==> config.mk <==
export PLATFORM = sky130hd
export DESIGN_NAME = priority_aging_task_scheduler
export DESIGN_NICKNAME = d
export VERILOG_FILES = /design/src/sv/pats_pkg.sv /design/src/sv/pats_table.sv /design/src/sv/pats_alu.sv /design/src/sv/priority_aging_task_scheduler.sv
export SDC_FILE = /design/constraint.sdc
export NUM_CORES = 1
export LEC_CHECK = 0
export ABC_AREA = 1
export BUFFER_PORTS_ARGS = -buffer_cell sky130_fd_sc_hd__buf_2
export CORE_MARGIN = 5
export CORE_UTILIZATION = 55
export DETAILED_ROUTE_END_ITERATION = 10
export PLACE_DENSITY = 0.72
export RECOVER_POWER = 25
export SYNTH_ARGS = -nofsm -noshare
export SYNTH_HDL_FRONTEND = slang
export SYNTH_SLANG_ARGS = --single-unit
==> constraint.sdc <==
create_clock -name clk_i -period 5.25 [get_ports clk_i]
set_input_delay 0.2625 -clock clk_i [delete_from_list [all_inputs] [get_ports clk_i]]
set_output_delay 0.2625 -clock clk_i [all_outputs]
set_load 0.05 [all_outputs]
==> src/sv/pats_pkg.sv <==
// Shared types, codes and constants of the priority aging task scheduler.
`default_nettype none

package pats_pkg;

  localparam int unsigned MaxTasksDef = 16;

  localparam logic signed [7:0] PrioMin    = -8'sd20;
  localparam logic signed [7:0] PrioMax    = 8'sd20;
  localparam logic [7:0]        QuantumRst = 8'd20;
  localparam logic signed [5:0] FloorRst   = -6'sd20;
  localparam logic [15:0]       FirstId    = 16'd2;

  typedef enum logic [2:0] {
    ModeAdd    = 3'd0,
    ModeSet    = 3'd1,
    ModeRemove = 3'd2,
    ModeSched  = 3'd3,
    ModeTick   = 3'd4
  } mode_e;

  typedef enum logic [2:0] {
    StOk       = 3'd0,
    StBadPrio  = 3'd1,
    StFull     = 3'd2,
    StNotFound = 3'd3,
    StEmpty    = 3'd4
  } status_e;

  typedef enum logic {
    CfgQuantum = 1'b0,
    CfgFloor   = 1'b1
  } cfg_idx_e;

  typedef struct packed {
    logic [15:0]       tid;
    logic signed [5:0] prio;
    logic signed [5:0] aging;
  } entry_t;

  typedef struct packed {
    logic              hit;
    logic              take;
    logic signed [6:0] sum;
    logic signed [5:0] aged;
  } alu_res_t;

endpackage

`default_nettype wire

==> src/sv/pats_table.sv <==
// Task table memory: one write port, one registered read port.
`default_nettype none

module pats_table #(
  parameter int unsigned Depth = 16,
  parameter int unsigned Width = 28
) (
  input  wire logic                     clk_i,
  input  wire logic                     we_i,
  input  wire logic [$clog2(Depth)-1:0] waddr_i,
  input  wire logic [Width-1:0]         wdata_i,
  input  wire logic [$clog2(Depth)-1:0] raddr_i,
  output logic      [Width-1:0]         rdata_o
);

  logic [Width-1:0] mem [Depth];

  always_ff @(posedge clk_i) begin
    if (we_i) begin
      mem[waddr_i] <= wdata_i;
    end
    rdata_o <= mem[raddr_i];
  end

endmodule

`default_nettype wire

==> src/sv/pats_alu.sv <==
// Shared entry unit: id match, priority sum, best compare and aging step.
`default_nettype none

module pats_alu (
  input  wire pats_pkg::entry_t          ent_i,
  input  wire logic [15:0]               tid_i,
  input  wire logic signed [5:0]         floor_i,
  input  wire logic signed [6:0]         best_sum_i,
  input  wire logic                      first_i,
  output pats_pkg::alu_res_t             res_o
);

  import pats_pkg::*;

  logic signed [6:0] sp;
  logic signed [6:0] sa;

  assign sp = $signed({ent_i.prio[5], ent_i.prio});
  assign sa = $signed({ent_i.aging[5], ent_i.aging});

  always_comb begin
    res_o.hit  = (ent_i.tid == tid_i);
    res_o.sum  = sp + sa;
    res_o.take = first_i || (res_o.sum < best_sum_i);
    res_o.aged = ($signed(ent_i.aging) > floor_i) ? ($signed(ent_i.aging) - 6'sd1)
                                                  : $signed(ent_i.aging);
  end

endmodule

`default_nettype wire

==> src/sv/priority_aging_task_scheduler.sv <==
// Priority scheduler with aging over a packed, insertion-ordered task table.
// Each request walks the table one entry per cycle through the single read port of
// the table memory. Add, set priority, tick without dispatch and unused modes make
// one walk; schedule and a tick that expires the quantum run a second walk when the
// table holds tasks, and a remove that finds its task walks the entries after it. The
// block takes one request at a time and accepts the next one while a result still
// waits in the output register. The table needs no clearing after reset: a fill
// count marks the valid entries, so the block is ready right after reset.
`default_nettype none

module priority_aging_task_scheduler #(
  parameter int unsigned MaxTasks = pats_pkg::MaxTasksDef
) (
  input  wire logic                             clk_i,
  input  wire logic                             rst_ni,
  input  wire logic                             in_valid_i,
  output logic                                  in_ready_o,
  input  wire logic [2:0]                       mode_i,
  input  wire logic [15:0]                      task_id_i,
  input  wire logic signed [7:0]                priority_req_i,
  output logic                                  out_valid_o,
  input  wire logic                             out_ready_i,
  output logic [2:0]                            status_o,
  output logic [15:0]                           chosen_task_o,
  output logic                                  chosen_valid_o,
  output logic signed [5:0]                     static_priority_o,
  output logic [31:0]                           system_time_o,
  output logic [$clog2(MaxTasks+1)-1:0]         task_count_o,
  input  wire logic                             cfg_we_i,
  input  wire logic                             cfg_idx_i,
  input  wire logic [7:0]                       cfg_data_i
);

  import pats_pkg::*;

  localparam int unsigned IdxW = $clog2(MaxTasks);
  localparam int unsigned CntW = $clog2(MaxTasks + 1);
  localparam int unsigned EntW = $bits(entry_t);

  typedef enum logic [3:0] {
    SIdle = 4'b0001,
    SFind = 4'b0010,
    SExec = 4'b0100,
    SDone = 4'b1000
  } state_e;

  state_e            state_q, state_d;
  logic [2:0]        mode_q, mode_d;
  logic [15:0]       tid_q, tid_d;
  logic signed [7:0] req_q, req_d;
  logic [CntW-1:0]   count_q, count_d;
  logic [15:0]       next_q, next_d;
  logic [7:0]        ql_q, ql_d;
  logic              run_q, run_d;
  logic [15:0]       run_tid_q, run_tid_d;
  logic [31:0]       tick_q, tick_d;
  logic [7:0]        quantum_q;
  logic signed [5:0] floor_q;
  logic [CntW-1:0]   scan_q, scan_d;
  logic              rdv_q, rdv_d;
  logic [IdxW-1:0]   rdi_q, rdi_d;
  logic              found_q, found_d;
  entry_t            fent_q, fent_d;
  logic [IdxW-1:0]   fidx_q, fidx_d;
  entry_t            best_q, best_d;
  logic [IdxW-1:0]   bidx_q, bidx_d;
  logic signed [6:0] bsum_q, bsum_d;
  logic              sched_q, sched_d;
  logic [2:0]        rstat_q, rstat_d;
  logic [15:0]       rchosen_q, rchosen_d;
  logic              rcvalid_q, rcvalid_d;
  logic signed [5:0] rsprio_q, rsprio_d;
  logic              ovalid_q, ovalid_d;
  logic [2:0]        ostat_q, ostat_d;
  logic [15:0]       ochosen_q, ochosen_d;
  logic              ocvalid_q, ocvalid_d;
  logic signed [5:0] osprio_q, osprio_d;
  logic [31:0]       otime_q, otime_d;
  logic [CntW-1:0]   ocount_q, ocount_d;

  logic              mem_we;
  logic [IdxW-1:0]   mem_waddr;
  entry_t            mem_wdata;
  logic [EntW-1:0]   mem_rdata;
  entry_t            rd_ent;
  alu_res_t          alu;
  logic              scan_more;
  logic              pass_end;
  logic              go_sched;
  logic              bad_prio;
  logic signed [5:0] sprio_found;

  assign rd_ent = entry_t'(mem_rdata);

  pats_table #(
    .Depth(MaxTasks),
    .Width(EntW)
  ) u_table (
    .clk_i  (clk_i),
    .we_i   (mem_we),
    .waddr_i(mem_waddr),
    .wdata_i(mem_wdata),
    .raddr_i(scan_q[IdxW-1:0]),
    .rdata_o(mem_rdata)
  );

  pats_alu u_alu (
    .ent_i     (rd_ent),
    .tid_i     (tid_q),
    .floor_i   (floor_q),
    .best_sum_i(bsum_q),
    .first_i   (rdi_q == '0),
    .res_o     (alu)
  );

  assign scan_more   = (scan_q < count_q);
  assign pass_end    = !scan_more && !rdv_q;
  assign bad_prio    = (req_q < PrioMin) || (req_q > PrioMax);
  assign sprio_found = found_q ? fent_q.prio : 6'sd0;
  assign in_ready_o  = (state_q == SIdle);

  always_comb begin
    state_d   = state_q;
    mode_d    = mode_q;
    tid_d     = tid_q;
    req_d     = req_q;
    count_d   = count_q;
    next_d    = next_q;
    ql_d      = ql_q;
    run_d     = run_q;
    run_tid_d = run_tid_q;
    tick_d    = tick_q;
    scan_d    = scan_q;
    rdv_d     = 1'b0;
    rdi_d     = rdi_q;
    found_d   = found_q;
    fent_d    = fent_q;
    fidx_d    = fidx_q;
    best_d    = best_q;
    bidx_d    = bidx_q;
    bsum_d    = bsum_q;
    sched_d   = sched_q;
    rstat_d   = rstat_q;
    rchosen_d = rchosen_q;
    rcvalid_d = rcvalid_q;
    rsprio_d  = rsprio_q;
    ovalid_d  = ovalid_q && !out_ready_i;
    ostat_d   = ostat_q;
    ochosen_d = ochosen_q;
    ocvalid_d = ocvalid_q;
    osprio_d  = osprio_q;
    otime_d   = otime_q;
    ocount_d  = ocount_q;
    mem_we    = 1'b0;
    mem_waddr = '0;
    mem_wdata = '0;
    go_sched  = 1'b0;

    if ((state_q == SFind || state_q == SExec) && scan_more) begin
      scan_d = scan_q + CntW'(1);
      rdv_d  = 1'b1;
      rdi_d  = scan_q[IdxW-1:0];
    end

    unique case (state_q)
      SIdle: begin
        if (in_valid_i) begin
          mode_d  = mode_i;
          tid_d   = task_id_i;
          req_d   = priority_req_i;
          scan_d  = '0;
          found_d = 1'b0;
          state_d = SFind;
        end
      end
      SFind: begin
        if (rdv_q && alu.hit && !found_q) begin
          found_d = 1'b1;
          fent_d  = rd_ent;
          fidx_d  = rdi_q;
        end
        if (pass_end) begin
          rstat_d   = StOk;
          rchosen_d = '0;
          rcvalid_d = 1'b0;
          rsprio_d  = sprio_found;
          state_d   = SDone;
          unique case (mode_q)
            ModeAdd: begin
              if (count_q >= CntW'(MaxTasks) || next_q < FirstId) begin
                rstat_d = StFull;
              end else begin
                mem_we    = 1'b1;
                mem_waddr = count_q[IdxW-1:0];
                mem_wdata = '{tid: next_q, prio: 6'sd0, aging: 6'sd0};
                count_d   = count_q + CntW'(1);
                next_d    = next_q + 16'd1;
                rchosen_d = next_q;
                rcvalid_d = 1'b1;
                rsprio_d  = 6'sd0;
              end
            end
            ModeSet: begin
              if (bad_prio) begin
                rstat_d = StBadPrio;
              end else if (found_q) begin
                mem_we    = 1'b1;
                mem_waddr = fidx_q;
                mem_wdata = '{tid: fent_q.tid, prio: req_q[5:0], aging: fent_q.aging};
                rsprio_d  = req_q[5:0];
              end else begin
                rstat_d = StNotFound;
              end
            end
            ModeRemove: begin
              if (!found_q) begin
                rstat_d = StNotFound;
              end else begin
                rsprio_d = 6'sd0;
                scan_d   = CntW'(fidx_q) + CntW'(1);
                sched_d  = 1'b0;
                state_d  = SExec;
              end
            end
            ModeSched: begin
              go_sched = 1'b1;
            end
            ModeTick: begin
              tick_d = tick_q + 32'd1;
              if (run_q) begin
                if (ql_q > 8'd1) begin
                  ql_d = ql_q - 8'd1;
                end else begin
                  ql_d     = 8'd0;
                  go_sched = 1'b1;
                end
              end
            end
            default: begin
            end
          endcase
          if (go_sched) begin
            if (count_q == '0) begin
              run_d   = 1'b0;
              ql_d    = 8'd0;
              rstat_d = StEmpty;
            end else begin
              scan_d  = '0;
              sched_d = 1'b1;
              state_d = SExec;
            end
          end
        end
      end
      SExec: begin
        if (rdv_q) begin
          mem_we = 1'b1;
          if (sched_q) begin
            mem_waddr = rdi_q;
            mem_wdata = '{tid: rd_ent.tid, prio: rd_ent.prio, aging: alu.aged};
            if (alu.take) begin
              best_d = rd_ent;
              bidx_d = rdi_q;
              bsum_d = alu.sum;
            end
          end else begin
            mem_waddr = rdi_q - IdxW'(1);
            mem_wdata = rd_ent;
          end
        end
        if (pass_end) begin
          state_d = SDone;
          if (sched_q) begin
            mem_we    = 1'b1;
            mem_waddr = bidx_q;
            mem_wdata = '{tid: best_q.tid, prio: best_q.prio, aging: 6'sd0};
            ql_d      = quantum_q;
            run_d     = 1'b1;
            run_tid_d = best_q.tid;
            rchosen_d = best_q.tid;
            rcvalid_d = 1'b1;
          end else begin
            count_d = count_q - CntW'(1);
            if (run_q && run_tid_q == tid_q) begin
              run_d = 1'b0;
              ql_d  = 8'd0;
            end
          end
        end
      end
      SDone: begin
        if (!ovalid_q || out_ready_i) begin
          ovalid_d  = 1'b1;
          ostat_d   = rstat_q;
          ochosen_d = rchosen_q;
          ocvalid_d = rcvalid_q;
          osprio_d  = rsprio_q;
          otime_d   = tick_q;
          ocount_d  = count_q;
          state_d   = SIdle;
        end
      end
      default: begin
        state_d = SIdle;
      end
    endcase
  end

  always_ff @(posedge clk_i or negedge rst_ni) begin
    if (!rst_ni) begin
      state_q   <= SIdle;
      count_q   <= '0;
      next_q    <= FirstId;
      ql_q      <= 8'd0;
      run_q     <= 1'b0;
      run_tid_q <= 16'd0;
      tick_q    <= 32'd0;
      quantum_q <= QuantumRst;
      floor_q   <= FloorRst;
      rdv_q     <= 1'b0;
      ovalid_q  <= 1'b0;
    end else begin
      state_q   <= state_d;
      count_q   <= count_d;
      next_q    <= next_d;
      ql_q      <= ql_d;
      run_q     <= run_d;
      run_tid_q <= run_tid_d;
      tick_q    <= tick_d;
      rdv_q     <= rdv_d;
      ovalid_q  <= ovalid_d;
      if (cfg_we_i) begin
        unique case (cfg_idx_i)
          CfgQuantum: quantum_q <= cfg_data_i;
          CfgFloor:   floor_q   <= cfg_data_i[5:0];
          default:    quantum_q <= quantum_q;
        endcase
      end
    end
  end

  always_ff @(posedge clk_i) begin
    mode_q    <= mode_d;
    tid_q     <= tid_d;
    req_q     <= req_d;
    scan_q    <= scan_d;
    rdi_q     <= rdi_d;
    found_q   <= found_d;
    fent_q    <= fent_d;
    fidx_q    <= fidx_d;
    best_q    <= best_d;
    bidx_q    <= bidx_d;
    bsum_q    <= bsum_d;
    sched_q   <= sched_d;
    rstat_q   <= rstat_d;
    rchosen_q <= rchosen_d;
    rcvalid_q <= rcvalid_d;
    rsprio_q  <= rsprio_d;
    ostat_q   <= ostat_d;
    ochosen_q <= ochosen_d;
    ocvalid_q <= ocvalid_d;
    osprio_q  <= osprio_d;
    otime_q   <= otime_d;
    ocount_q  <= ocount_d;
  end

  assign out_valid_o       = ovalid_q;
  assign status_o          = ostat_q;
  assign chosen_task_o     = ochosen_q;
  assign chosen_valid_o    = ocvalid_q;
  assign static_priority_o = osprio_q;
  assign system_time_o     = otime_q;
  assign task_count_o      = ocount_q;

  a_count_bound: assert property (@(posedge clk_i) disable iff (!rst_ni)
    count_q <= CntW'(MaxTasks))
    else $error("task count above table depth");

  a_run_has_task: assert property (@(posedge clk_i) disable iff (!rst_ni)
    run_q |-> (count_q != '0))
    else $error("running with an empty table");

  a_chosen_ok: assert property (@(posedge clk_i) disable iff (!rst_ni)
    (out_valid_o && chosen_valid_o) |-> (status_o == StOk))
    else $error("chosen task with error status");

  a_one_at_a_time: assert property (@(posedge clk_i) disable iff (!rst_ni)
    (in_valid_i && in_ready_o) |=> !in_ready_o)
    else $error("request accepted while busy");

endmodule

`default_nettype wire
## After elaboration in Yosys (flattened, before gate mapping)

Memories as Yosys holds them, arrays and structs flattened. A register that Yosys moved wholly into a read port is not among the register bits.
Cells that the tools add are included.

- Bits of input ports: 41
- Flip-flop bits (word level): 290
- Memories kept: 1
- Word-level logic and storage cells: 226
- Memory bits (writable): 448
- Output and inout bits: 65

- Add/sub/neg operators: 10
- Reduce and logical (&&, ||, !) cells: 37
- $lt $le $gt $ge: 8
- Eq/ne operators: 22
- Bitwise operators: 2
- Muxes and demuxes: 110

Memory list:

| memory | words | bits a word | rd ports | clocked after memory_dff | wr ports | RTL line | source |
|---|---|---|---|---|---|---|---|
| u_table.mem | 16 | 28 | 1 | 1 | 1 | pats_table.sv:16 | `logic [Width-1:0] mem [Depth];` |

Operators with widths:

| operator | number |
|---|---|
| 28-bit two-way mux | 7 |
| 28-bit case mux with 2 select lines | 2 |
| 16-bit two-way mux | 5 |
| 8-bit two-way mux | 9 |
| 4-bit two-way mux | 16 |
| 5-bit two-way mux | 12 |
| 6-bit two-way mux | 7 |
| 32-bit by 1-bit adder with 32-bit output (second input constant) | 1 |
| 16-bit equality test | 2 |
| 1-bit two-way mux | 32 |
| 16-bit case mux with 2 select lines | 1 |
| 5-bit case mux with 2 select lines | 2 |
| 4-bit AND reduction | 5 |
| 6-bit case mux with 3 select lines | 1 |
| 16-bit by 1-bit adder with 16-bit output (second input constant) | 1 |
| 16-bit by 2-bit less-than comparator with 1-bit output (second input constant) | 1 |
| 4-bit case mux with 2 select lines | 2 |
| 4-bit case mux with 4 select lines | 1 |
| 8-bit case mux with 2 select lines | 1 |
| 2-bit != test (second input constant) | 7 |
| 1-bit case mux with 2 select lines | 6 |
| 2-bit AND reduction | 6 |
| 6-bit AND reduction | 2 |
| 5-bit by 1-bit adder with 5-bit output (second input constant) | 2 |
| 34 further kinds | 58 |

## Depth between registers and ports, before layout

Gate-level depths: netlist of the first run.

- Word-level depth: 10
- Depth in mapped cells: 14
- Gate-level depth less buffers: 13

## Cells and area by module

Synthesis of the first run repeated with hierarchy kept, for this count alone.

- Cells, all modules: 3,404
- Area, all modules: 34,314.2 um2

Modules (own cells, without submodules):

| module | area each (um2) | cells an instance | sequential area each (um2) | instances |
|---|---|---|---|---|
| pats_table | 19,820.3 | 1,859 | 14,013.4 | 1 |
| priority_aging_task_scheduler | 13,511.7 | 1,387 | 8,176.6 | 1 |
| pats_alu | 982.2 | 158 | 0.0 | 1 |

## Least setup slack after synthesis of the first run

OpenSTA, ideal clock, no wires.

- Path type: register to register
- From: register u_table.rdata_o[0], read port of u_table.mem
- To: register best_q[10] (netlist name) (enable)
- Setup slack: 1.217 ns
- Stages on the path, launching flop included: 12
- Arrival: 3.590 ns
- Clock period less this slack: 4.033 ns
- Library setup time: 0.443 ns
- Data required time: 4.807 ns
- Path through: dfxtp_1 ha_1 fa_1 xor2_1 ha_1 a21oi_1 nand2_1 a21oi_1 nor2_1 o21ai_0 nand2_1 a31oi_1

RTL lines:

| element | RTL line | source |
|---|---|---|
| start: declaration | pats_table.sv:13 | `output logic [Width-1:0] rdata_o` |
| end signal: assignment | priority_aging_task_scheduler.sv:351 | `best_q <= best_d;` |
| end: declaration | priority_aging_task_scheduler.sv:65 | `entry_t best_q, best_d;` |

==> results by group, run 1 <==
Synth
  – Cell count after synthesis: 2667
  – Netlist Area Pre-Place: between 0.03 and 0.04 mm^2
  – Yosys warns: 0
  – Yosys reg bits: between 700 and 800
  – Post-synth EDFFs: between 600 and 700
  – Post-synthesis sequential area ratio: ~70%
  – Post-synth top area cell: edfxtp_1
  – Commonest cells post-synth: 635 x edfxtp_1, 426 x nand2_1, 337 x nor2_1
  – Top post-synthesis cells by area: edfxtp_1 60%, dfrtp_1 7.2%, o21ai_0 5.1%, nand2_1 5.0%, nor2_1 4.0%
  – Synth Net Count: between 2k and 3k
  – Count leader, synth: edfxtp_1
  – Mean area per synthesized cell: ~12 um^2
  – Top FF cell, synth: edfxtp_1
  – Post-synth cell types: 53
  – Async S/R FF share, synth: roughly an eighth
  – Top cell type's share of synthesized area: 60.1%

Routing
  – Met2 wirelength from detailed routing: 37200 um
  – M1 wire length: between 30000 and 40000 um
  – Top Metal Used: met4
  – Via count: 21.5k
  – Starting DRT DRC Count: ~2.5k
  – Met3 WL: 7320 um
  – DR WL/cell: roughly 21 um
  – Final ANT Viol Nets: 0
  – DR pass1 iterations: 7
  – Total wire length: roughly 80000 um
  – Residual DRC: 0
  – Routed vias/inst: 5.92

Global routing
  – Initial antenna violation count: 0
  – Gr usage total: roughly 24%
  – First-pass GRT wire length: roughly 120000 um
  – Largest net degree at the start of global routing: between 200 and 250
  – Grt ovf: 0
  – Vias in the first global route: around 21k

Outcome
  – Violated checks: capacitance limit, slew limit
  – Status: finished with violations

Timing
  – Max Freq: 0.215 GHz
  – Setup-failing EPs final: 0
  – Fin Clk Skew: approximately 0.022 ns
  – Tcrit/Tclk final: approximately nine tenths
  – Worst slew pin tran: approximately 3.3 ns
  – RSZ-0062 raised after global routing: false
  – Final Hold Vio Count: 0
  – Slew Viols, Final: 198
  – Final min period: approximately 4.6 ns
  – Slew headroom: -119%
  – Sum of negative setup slack: 0 ns

Critical path
  – Critical path class: flip-flop to flip-flop
  – Worst setup startpoint: scan_q[3]
  – Critical-path top delay cell: clkinv_1
  – Critical Path RT: around 5.7 ns
  – Reg2reg end: u_table.rdata_o[20]
  – RR Startpoint: scan_q[3]
  – Worst r2r path cells: 4
  – Setup crit end: u_table.rdata_o[20]
  – Crit-path cells: clkbuf_1 > clkinv_1 > o211ai_1 > nand2_1
  – Crit-path leading delay family: buffers and inverters
  – WP depth: 4
  – CP arrival: 5.12 ns
  – WP buf/inv: 2
  – Type of element capturing the critical path: flip-flop
  – Startpoint types: flip-flop
  – Critical path's largest stage delay: approximately 1.7 ns
  – R2R setup slack: 0.60 ns
  – Worst-path fanout max: 32

Clock tree
  – Clock Sinks: ~770
  – Clock transition at path regs: approximately 0.06 ns
  – CTS tree: built
  – Htree depth: 3
  – CTS root buf: clkbuf_16
  – Maximum root-to-sink buffer count: 3
  – Number of CTS-inserted buffers: ~80
  – Post-CTS Setup Bufs: 0
  – Skew-Pair Late Insertion Delay: roughly 0.63 ns

Run
  – Max-Cap Viols: 4

Pwr
  – VDD IR max: between 0.3 and 0.4 mV
  – Pleak: ~0.012 uW
  – Pwr dens: about 410 mW/mm^2

Floorplan
  – Die width: 250 um
  – Row count: ~90
  – I/O pins: roughly 110
  – Initial core utilization: between 50 and 60%
  – Die ar.: approximately 0.063 mm^2
  – Die extent in y: between 200 and 300 um
  – Core ar.: about 0.057 mm^2

Placed design
  – Gpl congestion: a little under 1
  – Placed inst area: approximately 0.033 mm^2
  – Hpwl dp: about 48000 um
  – Port-buffer cells: 105

Final layout
  – Share of layout cells above drive strength 1: ~8.1%
  – # diodes: 0
  – Synth-to-Final Area Change: 12.9%
  – Utilization after layout: a little over 60%
  – Layout filler cell count: ~4.4k
  – Final #Nets: a little under 3k
  – Finished Cell Area: 0.0358 mm^2

Worst hold path
  – Worst hold-check path type: primary input to flip-flop
## placed cells by master, fill, tap and decap left out, types with 3 or more instances in the layout
cell,netlist,layout
xor2_1,54,54
nand4_1,19,19
dfxtp_1,33,30
clkinv_2,0,11
nor2_2,7,8
clkinvlp_4,0,3
clkbuf_2,0,3
nor2_4,5,22
nand3_1,106,107
nand2_1,426,426
buf_4,0,25
o221ai_1,77,77
nor4_1,5,5
o21ai_1,5,5
buf_2,18,28
nand2_2,7,7
inv_6,0,5
nand3_2,7,6
clkbuf_1,85,102
o211ai_1,44,44
dfstp_1,0,5
clkbuf_8,0,5
o21ai_0,322,322
o22ai_1,50,50
a21oi_1,22,22
edfxtp_1,635,635
ha_1,34,34
nor3_1,30,32
clkinv_1,1,15
inv_2,9,7
nand3b_1,3,3
nor2_1,337,319
xnor2_1,19,19
dlygate4sd3_1,0,38
inv_1,162,162
clkbuf_16,0,79
a22oi_1,7,7
dfrtp_1,91,91
## layout make-up
| type | count | area, um^2 | area share, % |
|---|---|---|---|
| clock buffers | 107 | 2130 | 5.96 |
| clock inverters | 39 | 295 | 0.825 |
| inverters | 173 | 659 | 1.84 |
| multi-input cells | 1613 | 8510 | 23.8 |
| flip-flops and latches | 766 | 22200 | 62.0 |
| well taps | 765 | 957 | 2.67 |
| repair buffers | 174 | 1040 | 2.91 |
## through the flow
| step | worst slack, ns | std cells | power, uW | hold WS [ns] |
|---|---|---|---|---|
| floorplan | 1.22 | 2667 | 8910 | -0.0331 |
| global placement | 1.48 | 3453 | 9570 | 0.211 |
| detailed placement | 1.37 | 3453 | 9640 | 0.223 |
| CTS | 1.35 | 3637 | 14900 | 0.120 |
| global route | 0.623 | 3637 | 15400 | 0.192 |
| finish | 0.603 | 3637 | 14800 | 0.165 |
## registers in the layout (all words and copies together) (netlist names), 16 cells and up
register and count:
u_table.mem 448, system_time_o 32, tick_q 32, fent_q 28, u_table.rdata_o 28, best_q 22
chosen_task_o 16, next_q 16, rchosen_q 16, run_tid_q 16, tid_q 16
## per-layer routing
layer | vias up | global-route usage [%]
li1 | 9803 | -
met1 | 10500 | 34.0
met2 | 1050 | 39.0
met3 | 142 | 4.92
met4 | 0 | 7.41
met5 | - | 0
## power breakdown
| group | internal [uW] | switching, uW |
|---|---|---|
| logic | 543 | 1850 |
| clock network | 2970 | 2310 |
| registers | 6920 | 244 |
## repair_timing
item,CTS,global route
gates resized for setup,0,0
endpoints found under the hold margin,75,0
hold buffers,38,0
## worst register-to-register path, stage by stage (launching register included)
cell and delay, ns:
dfxtp_1 0.35, clkbuf_1 1.52, clkinv_1 1.70, o211ai_1 0.77, nand2_1 0.17
## worst min path at each step
stage | from | end | slack (ns) | depth (start not counted)
finish | cfg_idx_i | floor_q[2] | 0.16 | 4
global route | cfg_idx_i | floor_q[2] | 0.19 | 4
CTS | rst_ni | tick_q[6] | 0.12 | 2
detailed placement | rst_ni | tick_q[6] | 0.22 | 1
global placement | rst_ni | tick_q[6] | 0.21 | 1
floorplan | rst_ni | count_q[0] | -0.03 | 0
## logic make-up (layout without fill, tap and decap cells)
group,after synthesis,in the layout,synth area share (%)
muxes,1,1,0.0355
buffers and inverters,288,493,3.56
adders and majority gates,36,36,1.47
DFF,766,766,70.0
and+or+nand+nor,963,963,12.8
AOI/OAI and AO/OA,540,540,10.1
xor gates and xnor gates,73,73,2.02
Power figures use the tool's default switching activity.
==> run 2, diff against run 1 <==
Settings changed: CELL_PAD_IN_SITES_DETAIL_PLACEMENT set to 1, CELL_PAD_IN_SITES_GLOBAL_PLACEMENT set to 1, CORE_UTILIZATION 55 to 51, PLACE_DENSITY 0.72 to unset, PLACE_DENSITY_LB_ADDON set to 0.1.
==> run 2 against run 1 <==
- combinational power rose by 3%
- highest routed layer unchanged
- flip-flop and latch count is the same
- worst hold slack got worse by 0.013 ns
- the run still ends with capacitance limit, slew limit left
==> results by group, run 2 (synthesized netlist as in run 1, its figures left out) <==
Placed design
  – Placed inst area: 0.0333 mm^2 (was 0.0331 mm^2)
  – # placed instances: 3534 (was 3453)
  – Gpl congestion: 0.931 (was 0.963)
  – Port-buffer cells: 105 (unchanged)
  – Hpwl dp: 56600 um (was 47700 um)

Clock tree
  – CTS tree: built (unchanged)
  – Clock transition at path regs: 0.06 ns (about the same)
  – Clock Sinks: 766 (unchanged)
  – Post-CTS sizing: 0 (unchanged)
  – Hold Buf Count CTS: 38 (unchanged)
  – Skew-Pair Late Insertion Delay: 0.63 ns (about the same)
  – Post-CTS Setup Bufs: 0 (unchanged)
  – CTS root buf: clkbuf_16 (unchanged)
  – Number of CTS-inserted buffers: 80 (was 79)
  – Maximum root-to-sink buffer count: 3 (unchanged)
  – Htree depth: 3 (unchanged)

Critical path
  – R2R setup slack: 0.64 ns (was 0.60 ns)
  – Crit-path cells: buf_4 > clkbuf_1 > o221ai_1 > o211ai_1 > nand2_1 (was clkbuf_1 > clkinv_1 > o211ai_1 > nand2_1)
  – Critical-path top delay cell: clkbuf_1 (was clkinv_1)
  – Type of element capturing the critical path: flip-flop (unchanged)
  – CP arrival: 5.09 ns (was 5.12 ns)
  – Critical path class: flip-flop to flip-flop (unchanged)
  – Crit-path leading delay family: buffers and inverters (unchanged)
  – Worst-path fanout max: 54 (was 32)
  – Reg2reg end: u_table.rdata_o[3] (was u_table.rdata_o[20])
  – Worst r2r path cells: 5 (was 4)
  – WP buf/inv: 2 (unchanged)
  – Startpoint types: flip-flop (unchanged)
  – Critical path's largest stage delay: 2.36 ns (was 1.67 ns)
  – RR Startpoint: scan_q[2] (was scan_q[3])
  – Critical Path RT: 5.73 ns (was 5.72 ns)

Global routing
  – Grt ovf: 0 (unchanged)
  – Initial antenna violation count: 2 (was 0)
  – Largest net degree at the start of global routing: 229 (unchanged)
  – Gr busiest metal: met2 (unchanged)
  – First-pass GRT wire length: 136000 um (was 120000 um)
  – Vias in the first global route: 22.8k (was 21.0k)
  – M2 GR Usage: 44.4% (was 39.0%)
  – Gr usage total: 26.3% (was 24.3%)
  – Routing usage on met1: 34.9% (was 34.0%)
  – Met3 Use GR: 3.98% (was 4.92%)

Floorplan
  – Core ar.: 0.0616 mm^2 (was 0.0574 mm^2)
  – Initial core utilization: 51.5% (was 55.3%)
  – Die ar.: 0.0673 mm^2 (was 0.0626 mm^2)
  – Row count: 91 (was 88)
  – I/O pins: 106 (unchanged)
  – Die extent in y: 259 um (was 250 um)
  – Die width: 259 um (was 250 um)

Final layout
  – Biggest register: u_table.mem (unchanged)
  – Final #Nets: 2896 (was 2884)
  – Share of layout cells above drive strength 1: 9.18% (was 8.15%)
  – Register area: 0.0222 mm^2 (about the same)
  – Most common cell after layout, fill and taps aside: edfxtp_1 (unchanged)
  – Non-filler cells, final: 3724 (was 3637)
  – Finished Cell Area: 0.0363 mm^2 (was 0.0358 mm^2)
  – Largest register FFs: 448 (unchanged)
  – Synth-to-Final Area Change: 14.4% (was 12.9%)
  – Layout filler cell count: 6233 (was 4357)
  – Multi-input gate area: 0.00852 mm^2 (was 0.00851 mm^2)
  – Most frequent cells in the layout: 635 x edfxtp_1, 426 x nand2_1, 322 x o21ai_0, 319 x nor2_1, 163 x inv_1 (was 635 x edfxtp_1, 426 x nand2_1, 322 x o21ai_0, 319 x nor2_1, 162 x inv_1)

Pwr
  – VDD IR max: 0.394 mV (was 0.372 mV)
  – Total power: 15500 uW (was 14800 uW)
  – Reg power frac: 46.3% (was 48.3%)
  – Pleak: 0.0121 uW (was 0.0119 uW)
  – Switching Share: 29.6% (was 29.7%)
  – Net Sw Power: 4580 uW (was 4400 uW)
  – Int Power: 10900 uW (was 10400 uW)
  – Pwr dens: 427 mW/mm^2 (was 414 mW/mm^2)
  – Clk pwr share: 37.8% (was 35.6%)
  – Comb pwr share: 15.9% (was 16.2%)

Worst hold path
  – Hold path depth: 4 (unchanged)
  – Hold Path End: floor_q[5] (was floor_q[2])
  – Worst hold-check path type: primary input to flip-flop (unchanged)
  – Hold Startpoint: cfg_we_i (was cfg_idx_i)

Routing
  – DR WL/cell: 24.0 um (was 21.4 um)
  – Final ANT Viol Nets: 0 (unchanged)
  – Starting DRT DRC Count: 1869 (was 2467)
  – Routed vias/inst: 5.81 (was 5.92)
  – DR pass1 iterations: 5 (was 7)
  – Via count: 21.7k (was 21.5k)
  – Total wire length: 89200 um (was 77900 um)
  – Residual DRC: 0 (unchanged)

Timing
  – Sum of negative setup slack: 0 ns (unchanged)
  – Final Hold Vio Count: 0 (unchanged)
  – Worst slew pin tran: 3.81 ns (was 3.29 ns)
  – Slew Viols, Final: 261 (was 198)
  – Max Freq: 0.217 GHz (was 0.215 GHz)
  – Slew headroom: -154% (was -119%)
  – Setup-failing EPs final: 0 (unchanged)
  – Tcrit/Tclk final: 87.8% (was 88.5%)
  – Fin Clk Skew: 0.0207 ns (was 0.0222 ns)
  – Final min period: 4.61 ns (was 4.65 ns)
  – RSZ-0062 raised after global routing: false (unchanged)

Outcome
  – Violated checks: capacitance limit, slew limit (unchanged)
  – Status: finished with violations (unchanged)

Run
  – Max-Cap Viols: 5 (was 4)
==> run 2: cell count changes in the layout (fill, tap and decap cells not counted), moves of 3 or more <==
cell | previous run | this run
clkbuf_1 | 102 | 86
buf_4 | 25 | 35
clkbuf_16 | 79 | 82
bufinv_16 | 2 | 10
clkinv_2 | 11 | 20
==> run 2: worst max-delay path by stage <==
stage                               end  cells after the start  slack [ns]               start
floorplan                    best_q[10]                     11        1.22  u_table.rdata_o[0]
global placement    u_table.mem[10][18]                     12        1.32          count_q[4]
detailed placement  u_table.mem[10][16]                     12        1.18          count_q[4]
CTS                  u_table.mem[10][1]                     12        1.13          count_q[4]
global route         u_table.rdata_o[3]                      5        0.52           scan_q[2]
finish               u_table.rdata_o[3]                      5        0.64           scan_q[2]
==> run 2: per-layer routing <==
| metal | wire [um] | share of wire [%] |
|---|---|---|
| met3 | 4730 | 5.3 |
| met1 | 37500 | 42 |
| met2 | 43600 | 49 |
| met4 | 3410 | 3.8 |
| met5 | 0 | 0 |
==> run 2: cell type report <==
class	instances	share of cell area, %
clock buffers	94	5.92
repair buffers	185	3.10
inverters	173	1.81
clock inverters	55	1.59
multi-input cells	1613	23.5
flip-flops and latches	766	61.2
diodes	1	0.00690
well taps	837	2.89
==> run 2: power groups by stage <==
| stage | Sequential (uW) | Combinational [uW] | Clock (uW) |
|---|---|---|---|
| finish | 7170 | 2470 | 5850 |
| global route | 7200 | 2690 | 6260 |
| CTS | 7170 | 2490 | 5960 |
| detailed placement | 7290 | 2450 | 0 |
| global placement | 7270 | 2370 | 0 |
| floorplan | 7430 | 1480 | 0 |
==> run 2: worst register-to-register path, delay by kind of cell (launching register included) <==
kind / cells / cell delay (ns)
AOI/OAI and AO/OA: 2 / 1.31
buffers and inverters: 2 / 2.72
DFF: 1 / 0.32
and+or+nand+nor: 1 / 0.12
==> run 2: metrics by stage <==
stage               setup slack (ns)  util (%)  hold WS [ns]
floorplan                       1.22         -       -0.0331
global placement                1.32      54.0         0.404
detailed placement              1.18      54.0         0.409
CTS                             1.13      59.1        0.0997
finish                         0.642      58.9         0.152
global route                   0.523      58.9         0.158
